## src/rtl/tgr_pkg.sv

```systemverilog
`timescale 1ns / 1ps
// ----------------------------------------------------------------------------
// tgr_pkg
// Shared types, constants and the 5x7 font lookup for the glyph rasterizer.
// ----------------------------------------------------------------------------
package tgr_pkg;

  localparam int GLYPH_W    = 5;
  localparam int GLYPH_H    = 7;
  localparam int GLYPH_BITS = GLYPH_W * GLYPH_H;
  localparam int COORD_W    = 13;

  localparam logic signed [COORD_W:0] COORD_HI = 14'sd4095;
  localparam logic signed [COORD_W:0] COORD_LO = -14'sd4096;

  localparam logic [7:0] LOWER_A   = 8'h61;
  localparam logic [7:0] LOWER_Z   = 8'h7A;
  localparam logic [7:0] CASE_FOLD = 8'h20;

  typedef logic [GLYPH_BITS-1:0] glyph_t;

  typedef enum logic {
    ST_IDLE,
    ST_SCAN
  } tgr_state_t;

  // Commands from the controller to the datapath.
  typedef struct packed {
    logic load;  // take the input item, look up its glyph, advance the pen
    logic step;  // move the scan to the next glyph bit
    logic emit;  // write the current square into the output register
  } tgr_cmd_t;

  // Status from the datapath to the controller.
  typedef struct packed {
    logic glyph_lit;  // glyph of the offered item has at least one set bit
    logic cur_bit;    // glyph bit under the scan position is set
    logic rest_zero;  // no set bit follows the scan position
    logic out_free;   // output register can take a square this cycle
  } tgr_stat_t;

  // Saturate a widened coordinate to the signed 13-bit range.
  function automatic logic [COORD_W-1:0] sat_coord(input logic signed [COORD_W:0] v);
    logic [COORD_W-1:0] r;
    if (v > COORD_HI) begin
      r = COORD_HI[COORD_W-1:0];
    end else if (v < COORD_LO) begin
      r = COORD_LO[COORD_W-1:0];
    end else begin
      r = v[COORD_W-1:0];
    end
    return r;
  endfunction

  // Glyph bits, top row in the highest bits, each row's left column first.
  function automatic glyph_t glyph_lookup(input logic [7:0] code);
    logic [7:0] c;
    glyph_t     g;
    c = code;
    if (code inside {[LOWER_A:LOWER_Z]}) begin
      c = code - CASE_FOLD;
    end
    case (c)
      "-":     g = {5'h00, 5'h00, 5'h00, 5'h1F, 5'h00, 5'h00, 5'h00};
      ".":     g = {5'h00, 5'h00, 5'h00, 5'h00, 5'h00, 5'h06, 5'h06};
      ":":     g = {5'h00, 5'h06, 5'h06, 5'h00, 5'h06, 5'h06, 5'h00};
      "/":     g = {5'h01, 5'h02, 5'h04, 5'h08, 5'h10, 5'h00, 5'h00};
      "0":     g = {5'h0E, 5'h11, 5'h13, 5'h15, 5'h19, 5'h11, 5'h0E};
      "1":     g = {5'h04, 5'h0C, 5'h04, 5'h04, 5'h04, 5'h04, 5'h0E};
      "2":     g = {5'h0E, 5'h11, 5'h01, 5'h02, 5'h04, 5'h08, 5'h1F};
      "3":     g = {5'h1E, 5'h01, 5'h01, 5'h0E, 5'h01, 5'h01, 5'h1E};
      "4":     g = {5'h02, 5'h06, 5'h0A, 5'h12, 5'h1F, 5'h02, 5'h02};
      "5":     g = {5'h1F, 5'h10, 5'h10, 5'h1E, 5'h01, 5'h01, 5'h1E};
      "6":     g = {5'h0E, 5'h10, 5'h10, 5'h1E, 5'h11, 5'h11, 5'h0E};
      "7":     g = {5'h1F, 5'h01, 5'h02, 5'h04, 5'h08, 5'h08, 5'h08};
      "8":     g = {5'h0E, 5'h11, 5'h11, 5'h0E, 5'h11, 5'h11, 5'h0E};
      "9":     g = {5'h0E, 5'h11, 5'h11, 5'h0F, 5'h01, 5'h01, 5'h0E};
      "A":     g = {5'h04, 5'h0A, 5'h11, 5'h11, 5'h1F, 5'h11, 5'h11};
      "B":     g = {5'h1E, 5'h11, 5'h11, 5'h1E, 5'h11, 5'h11, 5'h1E};
      "C":     g = {5'h0E, 5'h11, 5'h10, 5'h10, 5'h10, 5'h11, 5'h0E};
      "D":     g = {5'h1C, 5'h12, 5'h11, 5'h11, 5'h11, 5'h12, 5'h1C};
      "E":     g = {5'h1F, 5'h10, 5'h10, 5'h1E, 5'h10, 5'h10, 5'h1F};
      "F":     g = {5'h1F, 5'h10, 5'h10, 5'h1E, 5'h10, 5'h10, 5'h10};
      "G":     g = {5'h0E, 5'h11, 5'h10, 5'h17, 5'h11, 5'h11, 5'h0E};
      "H":     g = {5'h11, 5'h11, 5'h11, 5'h1F, 5'h11, 5'h11, 5'h11};
      "I":     g = {5'h0E, 5'h04, 5'h04, 5'h04, 5'h04, 5'h04, 5'h0E};
      "J":     g = {5'h01, 5'h01, 5'h01, 5'h01, 5'h11, 5'h11, 5'h0E};
      "K":     g = {5'h11, 5'h12, 5'h14, 5'h18, 5'h14, 5'h12, 5'h11};
      "L":     g = {5'h10, 5'h10, 5'h10, 5'h10, 5'h10, 5'h10, 5'h1F};
      "M":     g = {5'h11, 5'h1B, 5'h15, 5'h15, 5'h11, 5'h11, 5'h11};
      "N":     g = {5'h11, 5'h11, 5'h19, 5'h15, 5'h13, 5'h11, 5'h11};
      "O":     g = {5'h0E, 5'h11, 5'h11, 5'h11, 5'h11, 5'h11, 5'h0E};
      "P":     g = {5'h1E, 5'h11, 5'h11, 5'h1E, 5'h10, 5'h10, 5'h10};
      "Q":     g = {5'h0E, 5'h11, 5'h11, 5'h11, 5'h15, 5'h12, 5'h0D};
      "R":     g = {5'h1E, 5'h11, 5'h11, 5'h1E, 5'h14, 5'h12, 5'h11};
      "S":     g = {5'h0F, 5'h10, 5'h10, 5'h0E, 5'h01, 5'h01, 5'h1E};
      "T":     g = {5'h1F, 5'h04, 5'h04, 5'h04, 5'h04, 5'h04, 5'h04};
      "U":     g = {5'h11, 5'h11, 5'h11, 5'h11, 5'h11, 5'h11, 5'h0E};
      "V":     g = {5'h11, 5'h11, 5'h11, 5'h11, 5'h11, 5'h0A, 5'h04};
      "W":     g = {5'h11, 5'h11, 5'h11, 5'h15, 5'h15, 5'h15, 5'h0A};
      "X":     g = {5'h11, 5'h11, 5'h0A, 5'h04, 5'h0A, 5'h11, 5'h11};
      "Y":     g = {5'h11, 5'h11, 5'h0A, 5'h04, 5'h04, 5'h04, 5'h04};
      "Z":     g = {5'h1F, 5'h01, 5'h02, 5'h04, 5'h08, 5'h10, 5'h1F};
      "_":     g = {5'h00, 5'h00, 5'h00, 5'h00, 5'h00, 5'h00, 5'h1F};
      default: g = '0;  // space and every code outside the font
    endcase
    return g;
  endfunction

endpackage

```

## src/rtl/text_glyph_rasterizer.sv

```systemverilog
`timescale 1ns / 1ps
// ----------------------------------------------------------------------------
// text_glyph_rasterizer
// 5x7 character generator that draws each lit glyph bit as a pixel square.
// ----------------------------------------------------------------------------
//
// Channel   Direction  Transfer carries
// in_*      slave      one character, its string start flag, x, y and color
// out_*     master     one square: corner, color, last square of the character
//
// A character is taken when the block is idle; its glyph is then scanned one
// bit per cycle, unless a lit bit waits on a stalled output, from the top-left
// bit to the last lit bit, and a blank character is taken without a scan. A
// single scan position walks the 35-bit glyph register. Reset (rst_n low at
// a clock edge) empties the output register, returns the controller to idle
// and sets the pen to zero. A stalled output holds the scan on a lit bit;
// unlit bits keep moving, and a new character is accepted while the last
// square waits.
//
module text_glyph_rasterizer
  import tgr_pkg::*;
#(
  parameter int PIXEL_SCALE = 2
) (
  input  logic        clk,
  input  logic        rst_n,
  // Character input.
  input  logic        in_tvalid,
  output logic        in_tready,
  // Fields from bit 0: char_code[7:0], start_x[20:8], base_y[33:21],
  // text_color[57:34], zero padding[63:58].
  input  logic [63:0] in_tdata,
  // Fields from bit 0: string_start[0].
  input  logic        in_tuser,
  // Square output.
  output logic        out_tvalid,
  input  logic        out_tready,
  // Fields from bit 0: square_left[12:0], square_top[25:13], red[33:26],
  // green[41:34], blue[49:42], zero padding[55:50].
  output logic [55:0] out_tdata,
  // Marks the final square of a character (last_square).
  output logic        out_tlast
);

  tgr_cmd_t  cmd;
  tgr_stat_t stat;

  // The controller sequences accept and scan; the datapath holds every data value.
  tgr_ctrl u_ctrl (
    .clk       (clk),
    .rst_n     (rst_n),
    .in_tvalid (in_tvalid),
    .in_tready (in_tready),
    .stat      (stat),
    .cmd       (cmd)
  );

  tgr_datapath #(
    .PIXEL_SCALE (PIXEL_SCALE)
  ) u_datapath (
    .clk        (clk),
    .rst_n      (rst_n),
    .in_tdata   (in_tdata),
    .in_tuser   (in_tuser),
    .out_tvalid (out_tvalid),
    .out_tready (out_tready),
    .out_tdata  (out_tdata),
    .out_tlast  (out_tlast),
    .cmd        (cmd),
    .stat       (stat)
  );

endmodule

```

## src/rtl/tgr_ctrl.sv

```systemverilog
`timescale 1ns / 1ps
// ----------------------------------------------------------------------------
// tgr_ctrl
// Controller: accepts a character, then walks its glyph bits one per cycle while not stalled.
// ----------------------------------------------------------------------------
module tgr_ctrl
  import tgr_pkg::*;
(
  input  logic      clk,
  input  logic      rst_n,
  input  logic      in_tvalid,
  output logic      in_tready,
  input  tgr_stat_t stat,
  output tgr_cmd_t  cmd
);

  tgr_state_t state_r, state_nxt;
  logic       stall;

  // A lit bit waits for room in the output register.
  assign stall = stat.cur_bit && !stat.out_free;

  always_comb begin
    state_nxt = state_r;
    case (state_r)
      ST_IDLE: begin
        if (in_tvalid && stat.glyph_lit) begin
          state_nxt = ST_SCAN;
        end
      end
      ST_SCAN: begin
        if (!stall && stat.rest_zero) begin
          state_nxt = ST_IDLE;
        end
      end
      default: state_nxt = ST_IDLE;
    endcase
  end

  always_comb begin
    in_tready = 1'b0;
    cmd       = '0;
    case (state_r)
      ST_IDLE: begin
        in_tready = 1'b1;
        cmd.load  = in_tvalid;
      end
      ST_SCAN: begin
        cmd.step = !stall;
        cmd.emit = stat.cur_bit && stat.out_free;
      end
      default: begin
        in_tready = 1'b0;
      end
    endcase
  end

  always_ff @(posedge clk) begin
    if (!rst_n) begin
      state_r <= ST_IDLE;
    end else begin
      state_r <= state_nxt;
    end
  end

endmodule

```

## src/rtl/tgr_datapath.sv

```systemverilog
`timescale 1ns / 1ps
// ----------------------------------------------------------------------------
// tgr_datapath
// Pen, glyph shift register, square offsets and the output register.
// ----------------------------------------------------------------------------
module tgr_datapath
  import tgr_pkg::*;
#(
  parameter int PIXEL_SCALE = 2
) (
  input  logic        clk,
  input  logic        rst_n,
  input  logic [63:0] in_tdata,
  input  logic        in_tuser,
  output logic        out_tvalid,
  input  logic        out_tready,
  output logic [55:0] out_tdata,
  output logic        out_tlast,
  input  tgr_cmd_t    cmd,
  output tgr_stat_t   stat
);

  localparam int XOFF_W  = $clog2((GLYPH_W - 1) * PIXEL_SCALE + 1);
  localparam int YOFF_W  = $clog2(GLYPH_H * PIXEL_SCALE + 1);
  localparam int ADVANCE = (GLYPH_W + 1) * PIXEL_SCALE;
  localparam int COL_W   = $clog2(GLYPH_W);

  // Input fields.
  logic [7:0]         in_char;
  logic               in_start;
  logic [COORD_W-1:0] in_x;
  logic [COORD_W-1:0] in_y;
  logic [23:0]        in_color;
  glyph_t             in_glyph;

  assign in_char  = in_tdata[7:0];
  assign in_start = in_tuser;
  assign in_x     = in_tdata[20:8];
  assign in_y     = in_tdata[33:21];
  assign in_color = in_tdata[57:34];
  assign in_glyph = glyph_lookup(in_char);

  // Character state.
  logic [COORD_W-1:0] pen_r, cx_r, y_r;
  logic [23:0]        color_r;
  glyph_t             mask_r;
  logic [COL_W-1:0]   col_r;
  logic [XOFF_W-1:0]  xoff_r;
  logic [YOFF_W-1:0]  yoff_r;
  logic [COORD_W-1:0] cx_sel;
  logic [COORD_W:0]   pen_sum;

  assign cx_sel  = in_start ? in_x : pen_r;
  assign pen_sum = {cx_sel[COORD_W-1], cx_sel} + (COORD_W + 1)'(ADVANCE);

  // Square corner for the current scan position.
  logic [COORD_W:0]   left_sum, top_sum;
  assign left_sum = {cx_r[COORD_W-1], cx_r} + (COORD_W + 1)'(xoff_r);
  assign top_sum  = {y_r[COORD_W-1], y_r} + (COORD_W + 1)'(yoff_r);

  // Output register.
  logic               out_valid_r;
  logic [COORD_W-1:0] sq_left_r, sq_top_r;
  logic [23:0]        sq_color_r;
  logic               sq_last_r;

  assign stat.glyph_lit = |in_glyph;
  assign stat.cur_bit   = mask_r[GLYPH_BITS-1];
  assign stat.rest_zero = ~|mask_r[GLYPH_BITS-2:0];
  assign stat.out_free  = !out_valid_r || out_tready;

  always_ff @(posedge clk) begin
    if (!rst_n) begin
      pen_r <= '0;
    end else if (cmd.load) begin
      pen_r <= sat_coord($signed(pen_sum));
    end
  end

  always_ff @(posedge clk) begin
    if (cmd.load) begin
      cx_r    <= cx_sel;
      y_r     <= in_y;
      color_r <= in_color;
      mask_r  <= in_glyph;
      col_r   <= '0;
      xoff_r  <= '0;
      yoff_r  <= '0;
    end else if (cmd.step) begin
      mask_r <= {mask_r[GLYPH_BITS-2:0], 1'b0};
      if (col_r == COL_W'(GLYPH_W - 1)) begin
        col_r  <= '0;
        xoff_r <= '0;
        yoff_r <= yoff_r + YOFF_W'(PIXEL_SCALE);
      end else begin
        col_r  <= col_r + 1'b1;
        xoff_r <= xoff_r + XOFF_W'(PIXEL_SCALE);
      end
    end
  end

  always_ff @(posedge clk) begin
    if (!rst_n) begin
      out_valid_r <= 1'b0;
    end else if (cmd.emit) begin
      out_valid_r <= 1'b1;
    end else if (out_tready) begin
      out_valid_r <= 1'b0;
    end
  end

  always_ff @(posedge clk) begin
    if (cmd.emit) begin
      sq_left_r  <= sat_coord($signed(left_sum));
      sq_top_r   <= sat_coord($signed(top_sum));
      sq_color_r <= color_r;
      sq_last_r  <= stat.rest_zero;
    end
  end

  assign out_tvalid = out_valid_r;
  assign out_tlast  = sq_last_r;
  assign out_tdata  = {6'b0, sq_color_r[7:0], sq_color_r[15:8], sq_color_r[23:16],
                       sq_top_r, sq_left_r};

endmodule

```

## config.mk

```make
export PLATFORM = sky130hd
export DESIGN_NAME = text_glyph_rasterizer
export DESIGN_NICKNAME = d
export VERILOG_FILES = /design/src/rtl/tgr_pkg.sv /design/src/rtl/text_glyph_rasterizer.sv /design/src/rtl/tgr_ctrl.sv /design/src/rtl/tgr_datapath.sv
export SDC_FILE = /design/constraint.sdc
export NUM_CORES = 1
export LEC_CHECK = 0
export BUFFER_PORTS_ARGS = -buffer_cell sky130_fd_sc_hd__buf_2
export CELL_PAD_IN_SITES_DETAIL_PLACEMENT = 1
export CELL_PAD_IN_SITES_GLOBAL_PLACEMENT = 1
export CORE_ASPECT_RATIO = 0.5
export CORE_MARGIN = 2
export CORE_UTILIZATION = 45
export CTS_CLUSTER_SIZE = 40
export DETAILED_ROUTE_END_ITERATION = 6
export PLACE_DENSITY_LB_ADDON = 0.15
export SLEW_MARGIN = 10
export SYNTH_ARGS = -nofsm -noshare
export SYNTH_HDL_FRONTEND = slang
export SYNTH_HIERARCHICAL = 1
export SYNTH_MEMORY_MAX_BITS = 65536
export SYNTH_SLANG_ARGS = --single-unit
export TNS_END_PERCENT = 30
```

## constraint.sdc

```tcl
create_clock -name clk -period 4 [get_ports clk]
set_input_delay 0.4 -clock clk [delete_from_list [all_inputs] [get_ports clk]]
set_output_delay 0.4 -clock clk [all_outputs]
set_load 0.02 [all_outputs]
```

# Word level (Yosys, flattened, before mapping)
# Memories as Yosys holds them, arrays and structs flattened.
# Index checks and enable logic that the tools add are counted.
classes:
  addsub: 7
  order_cmp: 8
  n_eq_ne: 1
  n_mux: 19
  bitwise: 1
  reduce_logical: 15
ops:
  columns: ["operator", "count"]
  rows:
  - ["2-to-1 mux 35 bit", 3]
  - ["2-to-1 mux 13 bit", 5]
  - ["greater-than comparator 14 x 13 -> 1 bit (second input constant)", 3]
  - ["less-than comparator 14 x 13 -> 1 bit (second input constant)", 3]
  - ["OR reduction 35 bit", 1]
  - ["OR reduction 34 bit", 1]
  - ["adder 13 x 5 -> 14 bit", 2]
  - ["adder 13 x 5 -> 14 bit (second input constant)", 1]
  - ["adder 4 x 2 -> 4 bit (second input constant)", 2]
  - ["greater-or-equal comparator 8 x 7 -> 1 bit (second input constant)", 1]
  - ["<= comparator 8 x 7 -> 1 bit (second input constant)", 1]
  - ["2-to-1 mux 8 bit", 1]
  - ["subtractor 8 x 6 -> 8 bit (second input constant)", 1]
  - ["2-to-1 mux 1 bit", 6]
  - ["logical AND 1 bit", 5]
  - ["logical NOT 1 bit", 4]
  - ["2-to-1 mux 4 bit", 1]
  - ["nonzero test 2 bit", 2]
  - ["adder 3 x 1 -> 3 bit (second input constant)", 1]
  - ["== test 3 bit (second input constant)", 1]
  - ["2-to-1 mux 3 bit", 1]
  - ["2-to-1 mux 2 bit", 1]
  - ["case mux 1 bit (2 select lines)", 1]
  - ["AND reduction 2 bit", 1]
  - ["2 further kinds", 2]
word_totals:
  register_bits: 162
  rom_bits: 4480
  output_inout_bits: 59
  n_memories: 1
mem_list:
  columns: ["name", "words", "word_bits", "read_ports", "rd_clocked_by_memory_dff", "wr", "line", "rtl"]
  rows:
  - ["(name not given)", 128, 35, 1, 0, 0, "tgr_pkg.sv:63", "case (c)"]

# Logic depth before layout (Yosys ltp)
# An unclocked memory read counts as a cell.
depth:
  word_depth: 9
  depth_mapped: 14

# By module
# The synthesis kept the hierarchy.
by_module_without_submodules:
  columns: ["mod", "instances", "cells_each", "area_per_inst_um2", "seq_area_each_um2"]
  rows:
  - ["tgr_datapath", 1, 843, 8807.2, 4544.4]
  - ["tgr_ctrl", 1, 9, 78.8, 20.0]

# Least setup slack after synthesis
# Ideal clock, no wire load.
synth_path:
  path_type: "input to register"
  startpoint: "input port in_tdata[0]"
  endpoint: "register u_ctrl.state_r"
  setup_ns: 0.138
  arrival_time_ns: 2.870
  required_ns: 3.862
  path_slack_ns: 0.992
  cell_stages: 13
  path_buffers: 2
  cell_sequence: "clkbuf_1 > inv_1 > ha_1 > clkbuf_1 > nand2b_1 > nand2_1 > mux4_2 > a21oi_1 > a41oi_1 > nor4_1 > nand3_1 > a21oi_1 > a311oi_1"
synth_lines:
  columns: ["item", "line", "rtl"]
  rows:
  - ["from (decl)", "text_glyph_rasterizer.sv:32", "input logic [63:0] in_tdata,"]
  - ["to (signal assigned)", "tgr_ctrl.sv:62", "state_r <= state_nxt;"]
  - ["to (decl)", "tgr_ctrl.sv:17", "tgr_state_t state_r, state_nxt;"]

==> results.sh <==
export IMPL_status="finished clean"
export IMPL_rsz0062_at_grt="no"
export IMPL_postCtsSetupRepairBufs=0
export IMPL_post_synth_top_area_cell="edfxtp_1"
export IMPL_async_flop_share_pct=0
export IMPL_hold_buffers=0
export IMPL_critPathMaxFanout=13
export IMPL_num_antenna_cells=0
export IMPL_finalSetupViolCount=0
export IMPL_synth_simple_area_share_pct=13.7
export IMPL_ioPinCount=128
export IMPL_grt_met2_usage_pct=42.8
export IMPL_final_util_pct=52.9
export IMPL_tightestPinTransition_ns=1.19
export IMPL_power_density_mw_per_mm2=429
export IMPL_cts_clk_slew_worst_paths_ns=0.06
export IMPL_wire_per_inst_um=21.1
export IMPL_die_w_um=203
export IMPL_ys_types=76
export IMPL_synth_top_area_share_pct=46.0
export IMPL_worst_path_max_delay_cell="ha_1"
export IMPL_num_nets_final=1041
export IMPL_start_util_pct=45.8
export IMPL_postSynthCellCount=852
export IMPL_multiInputGateArea_mm2=0.00393
export IMPL_netlist_top_cells_area="edfxtp_1 (46%), dfxtp_1 (5.4%), a21oi_1 (4.2%)"
export IMPL_slowest_delay_ns=0.62
export IMPL_power_mw=4.40
export IMPL_cts_resized=0
export IMPL_synth_compound_area_share_pct=19.6
export IMPL_vias=7164
export IMPL_synth_edf_count=136
export IMPL_syn_area_mm2=0.00889
export IMPL_synth_adder_area_share_pct=3.41
export IMPL_startpoint_type="input pin"
export IMPL_core_mm2=0.0194
export IMPL_max_freq_mhz=332
export IMPL_hold_viol_final=0
export IMPL_synth_xor_area_share_pct=2.66
export IMPL_wl_um=26000
export IMPL_cts_root_buf="clkbuf_16"
export IMPL_crit_required_ns=4.29
export IMPL_first_iter_violations=483
export IMPL_placementRows=36
export IMPL_path_delay_family="simple AND/OR/NAND/NOR gates"
export IMPL_drc=0
export IMPL_hold_class="in2reg"
export IMPL_cp_arrival_ns=3.30
export IMPL_slew_viol_final=0
export IMPL_grt_overflow=0
export IMPL_routabilityCongestion=0.965
export IMPL_grt_pass1_wl_um=40100
export IMPL_r2r_setup_slack_ns=1.21
export IMPL_yosysWarnings=6
export IMPL_grt_max_degree=59
export IMPL_seq_area_mm2=0.00456
export IMPL_min_period_ns=3.01
export IMPL_timing_rr_end="u_datapath/sq_left_r[1]$_SDFFCE_PN1P_"
export IMPL_cts_tree="done"
export IMPL_numClockSinks=160
export IMPL_synthFlopType="edfxtp_1"
export IMPL_antenna_found_initial=0
export IMPL_top_usage_layer="met2"
export IMPL_area_delta_synth_final_pct=15.6
export IMPL_ir_drop_mv=0.245
export IMPL_h_tree_depth=4
export IMPL_syn_avg_cell_area_um2=10.4
export IMPL_fin_skew_ns=0.00496
export IMPL_synth_area_mux_share_pct=4.60
export IMPL_clk_latency_ns=0.43
export IMPL_cp_cell_sequence="buf_2 -> inv_1 -> ha_1 -> nand2b_1 -> nand2_1 -> mux4_2 -> a21oi_1 -> a41oi_1 -> nor4_1 -> nand3_1 -> a21oi_1 -> a311oi_1"
export IMPL_tns_ns=0
export IMPL_port_buffers=115
export IMPL_holdWs_ns=0.144
export IMPL_ys_ff_latch=160
export IMPL_use_met1_pct=32.7
export IMPL_die_h_um=103
export IMPL_grtUsageTotal_pct=25.2
export IMPL_regToRegStartpoint="u_datapath/cx_r[2]$_DFFE_PP_"
export IMPL_setup_ws_ns=0.991
export IMPL_postRouteAntennaNets=0
export IMPL_rr_worst_depth=8
export IMPL_dp_worst_setup_slack_ns=0.590
export IMPL_p_leak_nw=3.99
export IMPL_crit_top_cell="a21oi_1"
export IMPL_crit_buf_inv=2
export IMPL_min_delay_path_depth=1
export IMPL_first_global_vias=7092
export IMPL_holdPathEnd="u_datapath/y_r[1]$_DFFE_PP_"
export IMPL_firstDrtPassIters=5
export IMPL_fin_crit_sh_pct=75.2
export IMPL_synth_top_family_by_area="compound AO/OA/AOI/OAI gates"
export IMPL_seq_area_frac_synth_pct=51.4
export IMPL_cts_buffers=17
export IMPL_via_per_inst=5.83
export IMPL_use_met3_pct=4.45
export IMPL_dieArea_mm2=0.0210
export IMPL_drive_gt1_share_pct=21.2
export IMPL_end_kind="flip-flop"
export IMPL_clockBufferDepth=2
export IMPL_maxCapViolations=0
export IMPL_slew_headroom_pct=20.8
export IMPL_dp_hpwl_um=18500
export IMPL_nFillCells=2126
export IMPL_path_class="in2reg"
export IMPL_hp_start="in_tdata[22]"
[sequential cells by signal, indices dropped and copies added, names as in the netlist]
| register | flops |
|---|---|
| u_ctrl/state_r | 1 |
| u_datapath/col_r | 3 |
| u_datapath/color_r | 24 |
| u_datapath/cx_r | 13 |
| u_datapath/mask_r | 35 |
| u_datapath/out_tlast | 1 |
| u_datapath/out_tvalid | 1 |
| u_datapath/pen_r | 13 |
| u_datapath/sq_color_r | 24 |
| u_datapath/sq_left_r | 13 |
| u_datapath/sq_top_r | 13 |
| u_datapath/xoff_r | 3 |
| u_datapath/y_r | 13 |
| u_datapath/yoff_r | 3 |
[cells in the final DEF (no fill, tap or decap), types with 17 or more instances in the layout]
master and n:
edfxtp_1 136, buf_2 115, a21oi_1 75, o21ai_0 70, nand2_1 68, nor2_1 46
inv_1 31, dfxtp_1 24, nand3_1 23, ha_1 21, buf_4 21, a21o_1 19
clkbuf_16 17, mux2_2 17, nor2b_1 17, a31oi_1 17
[area by class of cell]
cell class / count / area share (%)
clock buffer: 20 / 4.25
clock inverter: 12 / 1.32
inverter: 31 / 1.13
multi-input combinational: 602 / 38.3
sequential: 160 / 44.4
tap: 266 / 3.24
timing repair buffer: 137 / 7.34
[power breakdown]
part	leakage [nW]	switching (mW)	internal [mW]
combinational	2.22	0.475	0.264
sequential	1.50	0.0831	2.01
clock	0.269	0.648	0.922
[synthesized netlist by cell type, drive strengths merged (15+ instances only)]
| master | n |
|---|---|
| o21ai | 70 |
| mux2i | 15 |
| a21o | 19 |
| nor3 | 15 |
| mux2 | 17 |
| clkbuf | 40 |
| edfxtp | 136 |
| nand2 | 68 |
| nand3 | 23 |
| a21oi | 75 |
| nor2 | 46 |
| ha | 21 |
| buf | 25 |
| dfxtp | 24 |
| xor2 | 15 |
| a31oi | 17 |
| nor2b | 17 |
| inv | 31 |
[cell families (layout without fill, tap and decap cells)]
logic type      Yosys count  in the layout
compound gates          271            271
simple gates            239            239
flops                   160            160
buf+inv                  96            200
mux                      35             35
xor+xnor                 27             27
fa+ha+maj                23             23
other cells               1              7
[layer usage]
layer / share of wire, % / vias to the layer above
met4: 2.5 / 0
li1: - / 3359
met3: 5.0 / 52
met1: 45 / 3519
met5: 0 / -
met2: 48 / 234
[how the worst max path moves through the flow]
stage	slack [ns]	from	end	cells past startpoint
floorplan	0.99	in_tdata[0]	u_ctrl/state_r$_SDFF_PN0_	13
global placement	0.64	in_tdata[1]	u_ctrl/state_r$_SDFF_PN0_	12
detailed placement	0.59	in_tdata[1]	u_ctrl/state_r$_SDFF_PN0_	12
CTS	1.05	in_tdata[1]	u_ctrl/state_r$_SDFF_PN0_	12
global route	0.82	in_tdata[1]	u_ctrl/state_r$_SDFF_PN0_	12
finish	0.99	in_tdata[1]	u_ctrl/state_r$_SDFF_PN0_	12
[metrics by stage]
step	area, um2	cells
2_1_floorplan	8910	858
3_3_place_gp	9700	1196
3_5_place_dp	9700	1196
4_1_cts	10300	1228
5_1_grt	10300	1228
6_report	10300	1228
No activity file was read; power rests on OpenSTA's default activity.
